===== config.mk =====
export PLATFORM = sky130hd
export DESIGN_NAME = comment_string_lexer
export DESIGN_NICKNAME = d
export VERILOG_FILES = /design/src/rtl/cslex_pkg.sv /design/src/rtl/comment_string_lexer.sv /design/src/rtl/cslex_classify.sv /design/src/rtl/cslex_step.sv
export VERILOG_INCLUDE_DIRS = /design/src /design/src/rtl
export SDC_FILE = /design/constraint.sdc
export NUM_CORES = 1
export LEC_CHECK = 0
export ABC_AREA = 0
export BUFFER_PORTS_ARGS = -buffer_cell sky130_fd_sc_hd__buf_2
export CORE_MARGIN = 2
export CORE_UTILIZATION = 61
export CTS_CLUSTER_DIAMETER = 30
export DETAILED_ROUTE_END_ITERATION = 16
export PLACE_DENSITY = 0.83
export SYNTH_ARGS = -nofsm -noshare
export SYNTH_HDL_FRONTEND = slang
export SYNTH_SLANG_ARGS = --single-unit
export TNS_END_PERCENT = 20

===== constraint.sdc =====
create_clock -name clk -period 5.5 [get_ports clk]
set_clock_uncertainty 0.15 [all_clocks]
set_input_delay 0.275 -clock clk [delete_from_list [all_inputs] [get_ports clk]]
set_output_delay 0.275 -clock clk [all_outputs]
set_load 0.02 [all_outputs]

===== src/rtl/comment_string_lexer_defines.svh =====
// Assertion macros for the comment/string lexer.
`ifndef COMMENT_STRING_LEXER_DEFINES_SVH
`define COMMENT_STRING_LEXER_DEFINES_SVH

`ifndef NO_ASSERTIONS
// Checked only while out of reset.
`define CSL_ASSERT(lbl, clk, rst_n, prop) \
    lbl: assert property (@(posedge clk) disable iff (!rst_n) prop) \
        else $error("%m: assertion failed");
// Checked during reset as well.
`define CSL_ASSERT_ALWAYS(lbl, clk, prop) \
    lbl: assert property (@(posedge clk) prop) \
        else $error("%m: assertion failed");
`else
`define CSL_ASSERT(lbl, clk, rst_n, prop)
`define CSL_ASSERT_ALWAYS(lbl, clk, prop)
`endif

`endif


===== src/rtl/cslex_pkg.sv =====
package cslex_pkg;

    localparam int unsigned ByteW  = 8;
    localparam int unsigned StateW = 5;
    localparam int unsigned ClassW = 4;

    localparam logic [ByteW-1:0] CH_SLASH  = 8'h2F;
    localparam logic [ByteW-1:0] CH_STAR   = 8'h2A;
    localparam logic [ByteW-1:0] CH_NL     = 8'h0A;
    localparam logic [ByteW-1:0] CH_DQ     = 8'h22;
    localparam logic [ByteW-1:0] CH_SQ     = 8'h27;
    localparam logic [ByteW-1:0] CH_BT     = 8'h60;
    localparam logic [ByteW-1:0] CH_ESC    = 8'h5C;
    localparam logic [ByteW-1:0] CH_HASH   = 8'h23;
    localparam logic [ByteW-1:0] CH_USCORE = 8'h5F;
    localparam logic [ByteW-1:0] CH_LBRACE = 8'h7B;
    localparam logic [ByteW-1:0] CH_RBRACE = 8'h7D;
    localparam logic [ByteW-1:0] CH_LPAREN = 8'h28;
    localparam logic [ByteW-1:0] CH_RPAREN = 8'h29;
    localparam logic [ByteW-1:0] CH_SEMI   = 8'h3B;
    localparam logic [ByteW-1:0] CH_COMMA  = 8'h2C;

    typedef enum logic [ClassW-1:0] {
        CLS_SLASH = 4'd0,
        CLS_STAR  = 4'd1,
        CLS_NL    = 4'd2,
        CLS_DQ    = 4'd3,
        CLS_SQ    = 4'd4,
        CLS_BT    = 4'd5,
        CLS_ESC   = 4'd6,
        CLS_WORD  = 4'd7,
        CLS_MISC  = 4'd8,
        CLS_OTHER = 4'd9
    } byte_class_t;

    typedef enum logic [StateW-1:0] {
        ST_START     = 5'd0,
        ST_SLASH     = 5'd1,
        ST_LINE      = 5'd2,
        ST_BLK_OPEN  = 5'd3,
        ST_DOC_MAYBE = 5'd4,
        ST_DOC       = 5'd5,
        ST_DOC_STAR  = 5'd6,
        ST_BLK       = 5'd7,
        ST_BLK_STAR  = 5'd8,
        ST_WORD      = 5'd9,
        ST_DQ        = 5'd10,
        ST_DQ_ESC    = 5'd11,
        ST_SQ        = 5'd12,
        ST_SQ_ESC    = 5'd13,
        ST_BT        = 5'd14,
        ST_BT_ESC    = 5'd15,
        ST_OTHER     = 5'd16
    } lex_state_t;

    typedef struct packed {
        lex_state_t state;
        logic       accepting;
    } step_result_t;

endpackage


===== src/rtl/comment_string_lexer.sv =====
// Comment and string lexer.
// Input channel: text_byte, end_of_text with in_valid/in_ready, one byte per item.
// Output channel: lex_state, byte_class, accepting, final_item with
// out_valid/out_ready, one result per input item.
// Path: an accepted item is held in the input register, then classify and
// next-state logic load the result register, which drives out_valid.
// Throughput: 1 item per cycle while out_ready holds; the state register feeds
// back in the same cycle it is updated, so consecutive bytes need no bubbles.
// Reset: lexical state returns to start, both registers empty.
// end_of_text does not reset the state; a new text continues from where the
// last one stopped unless the block is reset.
// Stall: a held result keeps its register; one more item waits in the input
// register, after which in_ready drops until out_ready returns.
`include "comment_string_lexer_defines.svh"

module comment_string_lexer
    import cslex_pkg::*;
(
    input  logic              clk,
    input  logic              rst_n,
    input  logic              in_valid,
    output logic              in_ready,
    input  logic [ByteW-1:0]  text_byte,
    input  logic              end_of_text,
    output logic              out_valid,
    input  logic              out_ready,
    output logic [StateW-1:0] lex_state,
    output logic [ClassW-1:0] byte_class,
    output logic              accepting,
    output logic              final_item
);

    logic             in_valid_reg;
    logic [ByteW-1:0] byte_reg;
    logic             eot_reg;

    logic             out_valid_reg;
    lex_state_t       lex_state_reg;
    byte_class_t      class_reg;
    logic             accepting_reg;
    logic             final_reg;

    logic             advance;
    byte_class_t      cls;
    lex_state_t       cur_state;
    step_result_t     step;

    assign advance  = in_valid_reg && (!out_valid_reg || out_ready);
    assign in_ready = !in_valid_reg || advance;

    always_ff @(posedge clk or negedge rst_n)
    begin
        if (!rst_n)
        begin
            in_valid_reg <= 1'b0;
        end
        else if (in_ready)
        begin
            in_valid_reg <= in_valid;
        end
    end

    always_ff @(posedge clk)
    begin
        if (in_valid && in_ready)
        begin
            byte_reg <= text_byte;
            eot_reg  <= end_of_text;
        end
    end

    cslex_classify u_classify (
        .text_byte  (byte_reg),
        .byte_class (cls)
    );

    cslex_step u_step (
        .clk        (clk),
        .rst_n      (rst_n),
        .advance    (advance),
        .byte_class (cls),
        .state      (cur_state),
        .result     (step)
    );

    always_ff @(posedge clk or negedge rst_n)
    begin
        if (!rst_n)
        begin
            out_valid_reg <= 1'b0;
        end
        else if (advance)
        begin
            out_valid_reg <= 1'b1;
        end
        else if (out_ready)
        begin
            out_valid_reg <= 1'b0;
        end
    end

    always_ff @(posedge clk)
    begin
        if (advance)
        begin
            lex_state_reg <= step.state;
            class_reg     <= cls;
            accepting_reg <= step.accepting;
            final_reg     <= eot_reg;
        end
    end

    assign out_valid  = out_valid_reg;
    assign lex_state  = lex_state_reg;
    assign byte_class = class_reg;
    assign accepting  = accepting_reg;
    assign final_item = final_reg;

    `CSL_ASSERT(a_stall_blocks_input, clk, rst_n,
        in_valid_reg && out_valid_reg && !out_ready |-> !in_ready)
    `CSL_ASSERT(a_state_tracks_output, clk, rst_n,
        out_valid_reg |-> cur_state == lex_state_reg)
    `CSL_ASSERT(a_result_loaded, clk, rst_n,
        advance |=> out_valid_reg && lex_state_reg == $past(step.state))
    `CSL_ASSERT(a_accepting_matches, clk, rst_n,
        out_valid_reg |-> accepting_reg == ((lex_state_reg == ST_START) ||
            (lex_state_reg == ST_WORD) || (lex_state_reg == ST_OTHER)))
    `CSL_ASSERT_ALWAYS(a_reset_empty, clk,
        !rst_n |-> !out_valid_reg && !in_valid_reg && cur_state == ST_START)

endmodule


===== src/rtl/cslex_classify.sv =====
module cslex_classify
    import cslex_pkg::*;
(
    input  logic [ByteW-1:0] text_byte,
    output byte_class_t      byte_class
);

    always_comb
    begin
        case (text_byte) inside
            CH_SLASH:                    byte_class = CLS_SLASH;
            CH_STAR:                     byte_class = CLS_STAR;
            CH_NL:                       byte_class = CLS_NL;
            CH_DQ:                       byte_class = CLS_DQ;
            CH_SQ:                       byte_class = CLS_SQ;
            CH_BT:                       byte_class = CLS_BT;
            CH_ESC:                      byte_class = CLS_ESC;
            CH_LBRACE, CH_RBRACE, CH_LPAREN, CH_RPAREN, CH_SEMI, CH_COMMA:
                                         byte_class = CLS_MISC;
            [8'h61:8'h7A], [8'h41:8'h5A], [8'h30:8'h39], CH_USCORE, CH_HASH:
                                         byte_class = CLS_WORD;
            default:                     byte_class = CLS_OTHER;
        endcase
    end

endmodule


===== src/rtl/cslex_step.sv =====
module cslex_step
    import cslex_pkg::*;
(
    input  logic         clk,
    input  logic         rst_n,
    input  logic         advance,
    input  byte_class_t  byte_class,
    output lex_state_t   state,
    output step_result_t result
);

    lex_state_t state_reg;
    lex_state_t state_next;

    always_ff @(posedge clk or negedge rst_n)
    begin
        if (!rst_n)
        begin
            state_reg <= ST_START;
        end
        else if (advance)
        begin
            state_reg <= state_next;
        end
    end

    always_comb
    begin
        unique case (state_reg)
            ST_START, ST_SLASH, ST_WORD, ST_OTHER:
            begin
                unique case (byte_class)
                    CLS_SLASH: state_next = (state_reg == ST_SLASH) ? ST_LINE : ST_SLASH;
                    CLS_STAR:  state_next = (state_reg == ST_SLASH) ? ST_BLK_OPEN : ST_OTHER;
                    CLS_NL:    state_next = ST_START;
                    CLS_DQ:    state_next = ST_DQ;
                    CLS_SQ:    state_next = ST_SQ;
                    CLS_BT:    state_next = ST_BT;
                    CLS_WORD:  state_next = ST_WORD;
                    CLS_MISC:  state_next = ST_START;
                    default:   state_next = ST_OTHER;
                endcase
            end
            ST_LINE:      state_next = (byte_class == CLS_NL) ? ST_START : ST_LINE;
            ST_BLK_OPEN:  state_next = (byte_class == CLS_STAR) ? ST_DOC_MAYBE : ST_BLK;
            ST_BLK:       state_next = (byte_class == CLS_STAR) ? ST_BLK_STAR : ST_BLK;
            ST_BLK_STAR:
            begin
                if (byte_class == CLS_SLASH)
                    state_next = ST_START;
                else
                    state_next = (byte_class == CLS_STAR) ? ST_BLK_STAR : ST_BLK;
            end
            ST_DOC_MAYBE: state_next = (byte_class == CLS_SLASH) ? ST_START : ST_DOC;
            ST_DOC:       state_next = (byte_class == CLS_STAR) ? ST_DOC_STAR : ST_DOC;
            ST_DOC_STAR:
            begin
                if (byte_class == CLS_SLASH)
                    state_next = ST_START;
                else
                    state_next = (byte_class == CLS_STAR) ? ST_DOC_STAR : ST_DOC;
            end
            ST_DQ:
            begin
                if (byte_class == CLS_NL || byte_class == CLS_DQ)
                    state_next = ST_START;
                else
                    state_next = (byte_class == CLS_ESC) ? ST_DQ_ESC : ST_DQ;
            end
            ST_DQ_ESC:    state_next = ST_DQ;
            ST_SQ:
            begin
                if (byte_class == CLS_NL || byte_class == CLS_SQ)
                    state_next = ST_START;
                else
                    state_next = (byte_class == CLS_ESC) ? ST_SQ_ESC : ST_SQ;
            end
            ST_SQ_ESC:    state_next = ST_SQ;
            ST_BT:
            begin
                // backtick string closes on an apostrophe
                if (byte_class == CLS_NL || byte_class == CLS_SQ)
                    state_next = ST_START;
                else
                    state_next = (byte_class == CLS_ESC) ? ST_BT_ESC : ST_BT;
            end
            ST_BT_ESC:    state_next = ST_BT;
            default:      state_next = ST_START;
        endcase
    end

    always_comb
    begin
        result.state     = state_next;
        result.accepting = (state_next == ST_START) || (state_next == ST_WORD) ||
                           (state_next == ST_OTHER);
    end

    assign state = state_reg;

endmodule

After elaboration in Yosys (flattened, before gate mapping)

Index checks and enable logic that the tools add are counted.

Bits in registers: 27
Latch bits: 0
RAM bits: 0
ROM bits: 0
Bits of input ports: 13
Output and inout bits: 13
Logic and storage cells: 105
Memories kept: 0

Add/sub/neg operators: 0
Multipliers: 0
Divide/modulo/power cells: 0
Magnitude comparators: 6
Equality and inequality tests: 41
Shift operators: 0
Multiplexer cells: 28
Bitwise operators: 0
Reductions and logical operators: 21

Operator list:

| cell                                                                                | count |
|---|---|
| 8-bit by 6-bit == test with 1-bit output, second input constant                     | 9 |
| 5-bit case mux with 14 select lines                                                 | 1 |
| 5-bit by 4-bit == test with 1-bit output, second input constant                     | 9 |
| 8-bit by 7-bit == test with 1-bit output, second input constant                     | 5 |
| 4-bit 2-to-1 mux                                                                    | 10 |
| 5-bit case mux with 7 select lines                                                  | 1 |
| 5-bit 2-to-1 mux                                                                    | 6 |
| 5-bit by 3-bit == test with 1-bit output, second input constant                     | 4 |
| 4-bit by 3-bit == test with 1-bit output, second input constant                     | 4 |
| 8-bit by 7-bit greater-or-equal comparator with 1-bit output, second input constant | 2 |
| 8-bit by 7-bit less-or-equal comparator with 1-bit output, second input constant    | 2 |
| 5-bit by 2-bit == test with 1-bit output, second input constant                     | 2 |
| 5-bit == test, second input constant                                                | 2 |
| 5-bit logical NOT                                                                   | 2 |
| 4-bit by 2-bit == test with 1-bit output, second input constant                     | 2 |
| 8-bit by 4-bit == test with 1-bit output, second input constant                     | 1 |
| 8-bit by 6-bit greater-or-equal comparator with 1-bit output, second input constant | 1 |
| 8-bit by 6-bit less-or-equal comparator with 1-bit output, second input constant    | 1 |
| 2-bit 2-to-1 mux                                                                    | 4 |
| 1-bit logical OR                                                                    | 6 |
| 6-bit OR reduction                                                                  | 1 |
| 5-bit by 1-bit == test with 1-bit output, second input constant                     | 1 |
| 1-bit logical AND                                                                   | 5 |
| 1-bit 2-to-1 mux                                                                    | 5 |
| other kinds (9)                                                                     | 10 |

Longest topological paths before layout

Gate-level depths: netlist of run 1.

Word-level depth: 19
Mapped depth: 9
Mapped depth without buffers: 7

By module

A second synthesis of run 1 with hierarchy kept.

Cells, all modules: 169
Area, all modules: 1734.2 µm²

Modules (own cells, without submodules):

| module               | instances | cells each | area an instance (µm²) | seq. area each (µm²) |
|---|---|---|---|---|
| comment_string_lexer | 1         | 28         | 704.4                  | 650.6 |
| cslex_step           | 1         | 89         | 685.7                  | 125.1 |
| cslex_classify       | 1         | 52         | 344.1                  | 0.0 |

Worst setup path before layout of run 1

No wires, ideal clock.

Kind: flip-flop to flip-flop
Start: register byte_reg[4]
End: register accepting_reg, in the netlist accepting, data pin
Library setup time: 0.254 ns
Data arrival time: 1.947 ns
Required time: 5.096 ns
Path slack: 3.149 ns
Cell stages (with the launch flop): 9
Buffers on the path: 1
Clock period less this slack: 2.351 ns
Cell sequence: edfxtp_1 buf_6 or3b_1 o32a_1 o311ai_4 o311ai_2 nand3_2 o22a_1 nor3_2

RTL lines:

| item                   | line                        | text |
|---|---|---|
| start, declared        | comment_string_lexer.sv:34  | `logic [ByteW-1:0] byte_reg;` |
| start signal, assigned | comment_string_lexer.sv:67  | `byte_reg <= text_byte;` |
| end signal, assigned   | comment_string_lexer.sv:108 | `accepting_reg <= step.accepting;` |
| end, declared          | comment_string_lexer.sv:40  | `logic accepting_reg;` |

==> impl_metrics.tcl, run 1 <==
set metrics [dict create \
    nFillCells 198 \
    seqCellArea_um2 776 \
    dieHeight_um 58.3 \
    syn_nets 179 \
    port_buffers 25 \
    start_kind "flip-flop" \
    setup_violations 0 \
    grtUsageMet3_pct 4.84 \
    vias 1446 \
    numCtsBuffers 3 \
    grt.met1_usage_pct 35.7 \
    power.leakage_uw 0.000787 \
    grt_pass1_wl_um 7000 \
    synth_xor_xnor_area_share_pct 1.46 \
    crit_type "reg2reg" \
    grt_pass1_vias 1466 \
    seq_power_share_pct 44.9 \
    antenna_found_initial 0 \
    busiest_layer "met2" \
    io-pin-count 26 \
    min_period_ns 2.77 \
    synth-edff-count 20 \
    track_usage_pct 27.5 \
    drc_errors 0 \
    yosys-top-cells-count "20 x edfxtp_1, 13 x nand2_1, 11 x nor2_1" \
    die_w_um 58.3 \
    fmax_ghz 0.361 \
    routed_wirelength_um 4160 \
    largest_reg_flops 8 \
    synth.area.mux_share_pct 4.38 \
    grt_max_degree 16 \
    hold_path_class "in2reg" \
    timing.final.crit_share_pct 50.3 \
    cts_root_buf "clkbuf_4" \
    finalMaxSlewViolations 0 \
    clockPowerShare_pct 10.4 \
    synth.avg_cell_area_um2 10.8 \
    wl_per_cell_um 18.6 \
    hold_violations 0 \
    synth.distinct_cells 66 \
    status "completed" \
    fp.dieArea_um2 3400 \
    synthArstFlopShare_pct 25.9 \
    cts_tree "done" \
    ys_seq_area_share_pct 43.1 \
    rows 19 \
    vdd_ir_drop_max_v 0.000433 \
    final_util_pct 73.1 \
    grt_overflow 0 \
    crit_buf_inv 0 \
    place_congestion 0.945 \
    cp.required_ns 5.53 \
    arrival_ns 2.79 \
    ctsHtreeMaxLevel 1 \
    synth-simple-area-share_pct 27.2 \
    yosys_warnings 0 \
    cts.path.max_buffers 2 \
    syn_to_final_growth_pct 13.2 \
    end_kind "flip-flop" \
    ys.flop_type "edfxtp_1" \
    first_pass_iters 5 \
    worst_pin_slew_ns 0.691 \
    yosysMostFrequentCell "edfxtp_1" \
    start_util_pct 64.6 \
    clock_latency_ns 0.32 \
    critPathTopFamily "compound AO/OA/AOI/OAI gates" \
    synthesis.area_um2 1800 \
    finalSetupTns_ns 0 \
    cts_resized 0 \
    maxCapViolCount 0 \
    combPwrFrac_pct 44.7 \
    synth_top_area_share_pct 33.4 \
    cpPeakStageDelay_ns 0.66 \
    slowest_stage "edfxtp_1" \
    power.internal_uw 461 \
    post-dp-hpwl_um 2690 \
    multiInputGateArea_um2 940 \
    synth_top_area_cell "edfxtp_1" \
    cts.sinks 27 \
    drt_iter0_drc 61 \
    synth-compound-area-share_pct 19.2 \
    reg2reg_slack_ns 2.73 \
    cts.clk_slew.worst_paths_ns 0.13 \
    ys_seq_elements 27 \
    rsz0062_at_grt "false" \
    crit_chain "or4_4 -> o221ai_4 -> o311ai_4 -> o311ai_2 -> nand3_2 -> o22a_1 -> nor3_2" \
    antenna_cells 0 \
    path_max_fanout 15 \
    timing.slew.headroom_pct 53.3 \
    ys_top_cells_by_area "edfxtp_1 33%, dfrtp_1 9.7%, nand2_1 2.7%" \
    core_um2 2780 \
    viasPerCell 6.46 \
    finalNetCount 207 \
    drive_gt1_share_pct 24.9 \
    synthAdderAreaFrac_pct 0 \
    p_sw_share_pct 41.2 \
    synth_top_family_by_area "simple AND/OR/NAND/NOR gates" \
    syn_inst 166 \
    power_switching_uw 322 \
    grt_use_met2_pct 46.9 \
    antenna_left 0 \
    powerDensity_nw_per_um2 385 \
]
[final cells by class]
class | instances | share of cell area (%)
Multi-Input combinational cell | 121 | 46.2
Sequential cell | 27 | 38.1
Timing Repair Buffer | 36 | 11.6
Tap cell | 31 | 1.91
Clock buffer | 4 | 1.29
Inverter | 5 | 0.923
[final timing paths]
path | from | end | depth (start not counted)
max in group asynchronous | rst_n | u_step.state[1] | 2
hold / removal | out_ready | out_valid | 3
hold reg to reg | eot_reg | final_item | 0
setup reg to reg | byte_reg[2] | accepting | 7
setup / recovery | byte_reg[2] | accepting | 7
min in group asynchronous | rst_n | out_valid | 2
[logic make-up (layout without fill, tap and decap cells)]
group | after synthesis | in the layout
AO/OA/AOI/OAI | 40 | 40
XOR/XNOR | 3 | 3
buffers and inverters | 18 | 45
flip-flops | 27 | 27
multiplexers | 7 | 7
AND/OR/NAND/NOR | 71 | 71
[worst min-delay path: stages]
cell      delay [ns]
buf_2           0.08
nand2b_1        0.12
nand2b_1        0.06
[cell usage in the layout (no fill, tap or decap), types with 3 or more instances in the layout]
| cell type | Yosys | layout |
|---|---|---|
| nand3_1 | 4 | 4 |
| inv_1 | 5 | 5 |
| mux2_2 | 3 | 3 |
| buf_2 | 6 | 25 |
| nand2_1 | 13 | 13 |
| edfxtp_1 | 20 | 20 |
| dlygate4sd3_1 | 0 | 11 |
| nand2b_1 | 6 | 6 |
| mux2i_1 | 3 | 3 |
| nand3b_1 | 4 | 4 |
| nor2_1 | 11 | 11 |
| o21ai_1 | 3 | 3 |
| dfrtp_1 | 7 | 7 |
| and2_1 | 3 | 3 |
| clkbuf_4 | 0 | 3 |
| a21oi_1 | 7 | 7 |
[through the flow]
step / cells / total power, µW / cell area (µm²) / hold WS (ns) / setup slack (ns)
after floorplan: 166 / 607 / 1800 / -0.171 / 3.15
after global placement: 209 / 678 / 1900 / -0.0346 / 2.82
after detailed placement: 209 / 684 / 1900 / -0.0313 / 2.81
after CTS: 224 / 776 / 2030 / 0.0784 / 2.72
after global routing: 224 / 828 / 2030 / 0.122 / 2.63
final: 224 / 783 / 2030 / 0.0942 / 2.73
[metal layers]
metal	up-vias	share of wire, %
met5	-	0
met2	75	50
met1	669	41
met3	8	7.6
li1	694	-
met4	0	1.9
[power by group through the flow]
stage | Sequential (µW) | Combinational, µW | Clock [µW]
floorplan | 327 | 280 | 0
global placement | 351 | 326 | 0
detailed placement | 353 | 331 | 0
CTS | 348 | 343 | 84.2
global route | 360 | 379 | 89.5
finish | 351 | 350 | 81.7
[timing repair]
item | in CTS | in global routing
hold endpoints to repair | 17 | 0
hold buffers | 11 | 0
buffers inserted | 0 | 0
Note: power is estimated with default switching activity, not from simulation.
==> run 2, diff against run 1 <==
--- a/config.mk
+++ b/config.mk
@@ -9,10 +9,10 @@
 export ABC_AREA = 0
 export BUFFER_PORTS_ARGS = -buffer_cell sky130_fd_sc_hd__buf_2
 export CORE_MARGIN = 2
-export CORE_UTILIZATION = 61
+export CORE_UTILIZATION = 57
 export CTS_CLUSTER_DIAMETER = 30
 export DETAILED_ROUTE_END_ITERATION = 16
-export PLACE_DENSITY = 0.83
+export PLACE_DENSITY = 0.79
 export SYNTH_ARGS = -nofsm -noshare
 export SYNTH_HDL_FRONTEND = slang
 export SYNTH_SLANG_ARGS = --single-unit
==> constraint.sdc (replaced) <==
create_clock -name clk -period 2.6 [get_ports clk]
set_clock_uncertainty 0.15 [all_clocks]
set_input_delay 0.13 -clock clk [delete_from_list [all_inputs] [get_ports clk]]
set_output_delay 0.13 -clock clk [all_outputs]
set_load 0.02 [all_outputs]
==> run 2 against run 1 <==
  * Sequential share of layout area down 3.6 points
  * Total power up 120%
  * Sequential cell count unchanged
  * Global-route usage down 1.5 points
  * Die area up 6.5%
  * Critical path depth up 1
  * Non-clock buffer count up 22
  * Maximum frequency up 9.8%
  * Setup slack worse by 2.7 ns
  * Clock power up 130%
  * Wire length up 2.1%
==> impl_metrics.tcl, run 2 (synthesis gave the netlist of run 1 again) <==
set metrics [dict create \
    status "completed" \
    cpPeakStageDelay_ns 0.46 \
    hold_violations 0 \
    port_buffers 25 \
    final_util_pct 74.3 \
    r2r_start "byte_reg[4]" \
    cts.clk_slew.worst_paths_ns 0.14 \
    layout_common_cells "25 x buf_2, 20 x edfxtp_1, 18 x buf_4" \
    end_kind "flip-flop" \
    antenna_cells 0 \
    cts_root_buf "clkbuf_4" \
    start_kind "flip-flop" \
    largest_reg_flops 8 \
    fmax_ghz 0.397 \
    finalMaxSlewViolations 0 \
    drc_errors 0 \
    post-dp-hpwl_um 2890 \
    vdd_ir_drop_max_v 0.000479 \
    power.internal_uw 1010 \
    finalNetCount 229 \
    drive_gt1_share_pct 31.6 \
    rsz0062_at_grt "true" \
    antenna_left 0 \
    start_util_pct 59.4 \
    grt_pass1_vias 1458 \
    hold_path_class "reg2reg" \
    drt_iter0_drc 79 \
    final_common_cell "buf_2" \
    worst-r2r-cell-count 8 \
    grt_max_degree 16 \
    powerDensity_nw_per_um2 760 \
    regToRegEndpoint "u_step.state[2]" \
    syn_to_final_growth_pct 25.1 \
    power_switching_uw 701 \
    seq_power_share_pct 42.4 \
    cp.required_ns 2.68 \
    fp.dieArea_um2 3620 \
    viasPerCell 6.05 \
    core_um2 3030 \
    io-pin-count 26 \
    p_sw_share_pct 41.0 \
    cts.sinks 27 \
    grt_pass1_wl_um 6870 \
    die_w_um 60.2 \
    grt_overflow 0 \
    timing.final.crit_share_pct 97.0 \
    crit_type "reg2reg" \
    dieHeight_um 60.2 \
    critPathCapture "u_step.state[2]" \
    placed_cells 234 \
    numCtsBuffers 3 \
    power.leakage_uw 0.000903 \
    rows 20 \
    worst_pin_slew_ns 0.589 \
    timing.hold.ws_ns 0.303 \
    clock_latency_ns 0.33 \
    vias 1568 \
    path_max_fanout 6 \
    placed_cell_area_um2 2020 \
    min_period_ns 2.52 \
    cts.path.max_buffers 2 \
    cp-startpoint "byte_reg[4]" \
    routed_wirelength_um 4250 \
    cts_tree "done" \
    maxCapViolCount 0 \
    fin_area_um2 2250 \
    stdcell_count 259 \
    clockPowerShare_pct 10.8 \
    min-delay-start "eot_reg" \
    combPwrFrac_pct 46.9 \
    place_congestion 1.09 \
    track_usage_pct 25.9 \
    first_pass_iters 4 \
    crit_chain "buf_4 -> nor2_1 -> and4_1 -> a21oi_1 -> a211oi_1 -> a2111oi_0 -> or3b_4 -> mux2_4" \
    ctsHtreeMaxLevel 1 \
    arrival_ns 2.61 \
    finalSetupTns_ns 0 \
    antenna_found_initial 0 \
    wl_per_cell_um 16.4 \
    setup_violations 0 \
    timing.slew.headroom_pct 60.2 \
    slowest_stage "edfxtp_1" \
    reg2reg_slack_ns 0.08 \
]
-- run 2: per-layer routing --
metal / track usage [%] / part of all wire (%) / up-vias
li1: - / - / 740
met1: 35.2 / 43 / 736
met2: 41.1 / 48 / 81
met3: 4.33 / 6.7 / 11
met4: 10.2 / 2.3 / 0
met5: 0 / 0 / -
-- run 2: stage by stage --
| step | setup WS (ns) | total power [µW] |
|---|---|---|
| 6_report | 0.0787 | 1710 |
| 4_1_cts | 0.0480 | 1660 |
| 3_3_place_gp | 0.0944 | 1460 |
| 5_1_grt | -0.00902 | 1810 |
| 3_5_place_dp | 0.0556 | 1460 |
| 2_1_floorplan | 0.249 | 1280 |
-- run 2: repair_timing --
action                                  in CTS  in global routing
endpoints found under the setup margin       0                  3
hold endpoints to repair                    18                  0
resized for setup                            0                  2
hold buffers                                14                  0
setup buffers                                0                  7
-- run 2: critical path: cells and delay by family, from the launching register on --
family | cells | cell delay (ns)
buf+inv | 1 | 0.19
simple gates | 3 | 0.89
compound gates | 3 | 0.47
mux | 1 | 0.26
flops | 1 | 0.46
-- run 2: power by group through the flow --
stage                     combinational, µW  sequential [µW]  clock, µW
final                                   800              724        184
after global routing                    870              736        201
after CTS                               765              718        182
after detailed placement                736              724          0
after global placement                  735              725          0
after floorplan                         593              691          0
-- run 2: worst min-delay path by stage --
stage                     cells past startpoint               to  slack, ns
after detailed placement                      1  u_step.state[0]      -0.18
after global placement                        1  u_step.state[3]      -0.18
final                                         0       final_item       0.30
after floorplan                               0     in_valid_reg      -0.32
after CTS                                     0       final_item       0.31
after global routing                          0       final_item       0.33
-- run 2: area by class of cell --
class	count	area, µm²
clock buffer	4	26.3
fill	205	779
inverter	5	18.8
multi-input combinational	121	952
sequential	27	776
tap	44	55.1
timing repair buffer	58	420
==> run 3, diff against run 2 <==
--- a/config.mk
+++ b/config.mk
@@ -7,7 +7,7 @@
 export NUM_CORES = 1
 export LEC_CHECK = 0
 export ABC_AREA = 0
-export BUFFER_PORTS_ARGS = -buffer_cell sky130_fd_sc_hd__buf_2
+export BUFFER_PORTS_ARGS = -buffer_cell sky130_fd_sc_hd__buf_4
 export CORE_MARGIN = 2
 export CORE_UTILIZATION = 57
 export CTS_CLUSTER_DIAMETER = 30
==> run 3 against run 2 <==
  * The flow now finishes with violations (setup timing)
  * Via count increased by 3.4%
  * Critical path depth is 1 lower
  * Final cell count up 2.7%
  * Combinational power is 12% higher
  * Largest power group unchanged
  * Critical path type unchanged
==> impl_metrics.tcl, run 3 (synthesis gave the netlist of run 1 again) <==
set metrics [dict create \
    status "finished, violations left" \
    violations "setup timing" \
    routed_wirelength_um 5030 \
    grt_pass1_wl_um 7240 \
    io-pin-count 26 \
    end_kind "flip-flop" \
    nFillCells 186 \
    power.leakage_uw 0.000964 \
    maxCapViolCount 0 \
    timing.final.crit_share_pct 100 \
    hold_violations 0 \
    cts.path.max_buffers 2 \
    largest_reg_flops 8 \
    busiest_layer "met2" \
    seqCellArea_um2 776 \
    rsz0062_at_grt "true" \
    stdcell_count 266 \
    finalNetCount 236 \
    cp.required_ns 2.68 \
    antenna_found_initial 0 \
    multiInputGateArea_um2 976 \
    layout_common_cells "49 x buf_4, 20 x edfxtp_1, 14 x dlygate4sd3_1" \
    fp.dieArea_um2 3620 \
    grt_max_degree 15 \
    cts_tree "done" \
    start_util_pct 59.4 \
    cts.clk_slew.worst_paths_ns 0.16 \
    track_usage_pct 27.8 \
    cts.sinks 27 \
    antenna_cells 0 \
    post-dp-hpwl_um 3110 \
    vdd_ir_drop_max_v 0.000638 \
    numCtsBuffers 3 \
    drt_iter0_drc 128 \
    start_kind "flip-flop" \
    die_w_um 60.2 \
    ctsHtreeMaxLevel 1 \
    dieHeight_um 60.2 \
    rows 20 \
    grt_pass1_vias 1512 \
    drc_errors 0 \
    first_pass_iters 5 \
    clock_latency_ns 0.35 \
    syn_to_final_growth_pct 32.2 \
    antenna_left 0 \
    grt_use_met2_pct 47.5 \
    crit_type "reg2reg" \
    core_um2 3030 \
    grtUsageMet3_pct 4.11 \
    final_common_cell "buf_4" \
    finalMaxSlewViolations 0 \
    port_buffers 25 \
    placed_cells 235 \
    fin_ws_ns -0.00983 \
    drive_gt1_share_pct 35.1 \
    vias 1622 \
    min_period_ns 2.61 \
    cts_root_buf "clkbuf_4" \
    setup_violations 1 \
    timing.slew.headroom_pct 64.7 \
    fmax_ghz 0.383 \
    grt_overflow 0 \
    place_congestion 0.936 \
    worst_pin_slew_ns 0.523 \
    hold_path_class "reg2reg" \
    wl_per_cell_um 18.9 \
    powerDensity_nw_per_um2 758 \
    grt.met1_usage_pct 35.5 \
    viasPerCell 6.10 \
    path_max_fanout 8 \
    timing.hold.ws_ns 0.305 \
    arrival_ns 2.69 \
]
run 3: cell count changes in the layout (fill, tap and decap cells not counted), sizes merged:
cell    delta
buf        +6
clkbuf     +1
run 3: repair_timing:
action / CTS / global route
hold endpoints to repair: 18 / 0
setup buffers: 0 / 13
endpoints found under the setup margin: 0 / 5
gates resized for setup: 0 / 8
hold buffers: 14 / 0
run 3: layout make-up:
cell class | count | share of cell area (%)
timing repair buffer | 65 | 22.1
tap | 44 | 2.32
inverter | 5 | 0.790
sequential | 27 | 32.6
clock buffer | 4 | 1.11
multi-input combinational | 121 | 41.1
run 3: layer usage:
metal	routed length [µm]	vias up
met1	2020	765
met5	0	-
met4	120	0
li1	-	757
met3	348	14
met2	2540	86
run 3: power by group:
group	total (µW)	internal [µW]	switching, µW
clock	194	60.5	133
sequential	712	588	124
combinational	897	406	491
total	1800	1050	748
run 3: metrics by stage:
stage               cell area, µm²  worst slack (ns)  setup TNS, ns  util, %  total power [µW]
finish                        2380          -0.00983       -0.00983     78.5              1800
detailed placement            2070            0.0460              0     68.5              1520
floorplan                     1800             0.249              0        -              1280
global route                  2380           -0.0545         -0.205     78.5              1890
CTS                           2240            0.0477              0     74.0              1720
global placement              2070             0.118              0     68.5              1510
run 3: path summary, 6_finish.rpt:
| path | from | to | slack [ns] | cells after the start |
|---|---|---|---|---|
| worst min register to register | eot_reg | final_item | 0.31 | 0 |
| worst max register to register | byte_reg[5] | u_step.state[2] | -0.01 | 7 |
| worst min-delay path | eot_reg | final_item | 0.31 | 0 |
| worst max-delay path | byte_reg[5] | u_step.state[2] | -0.01 | 7 |
| min in group asynchronous | rst_n | u_step.state[4] | 0.54 | 3 |
| max in group asynchronous | rst_n | u_step.state[0] | 1.51 | 3 |
run 3: worst max-delay path: stages (launching register included):
cell      delay (ns)
edfxtp_1        0.57
buf_4           0.21
nor4b_2         0.34
o21ai_4         0.09
o2111a_1        0.29
nor2_2          0.14
or3b_4          0.43
mux2_4          0.27
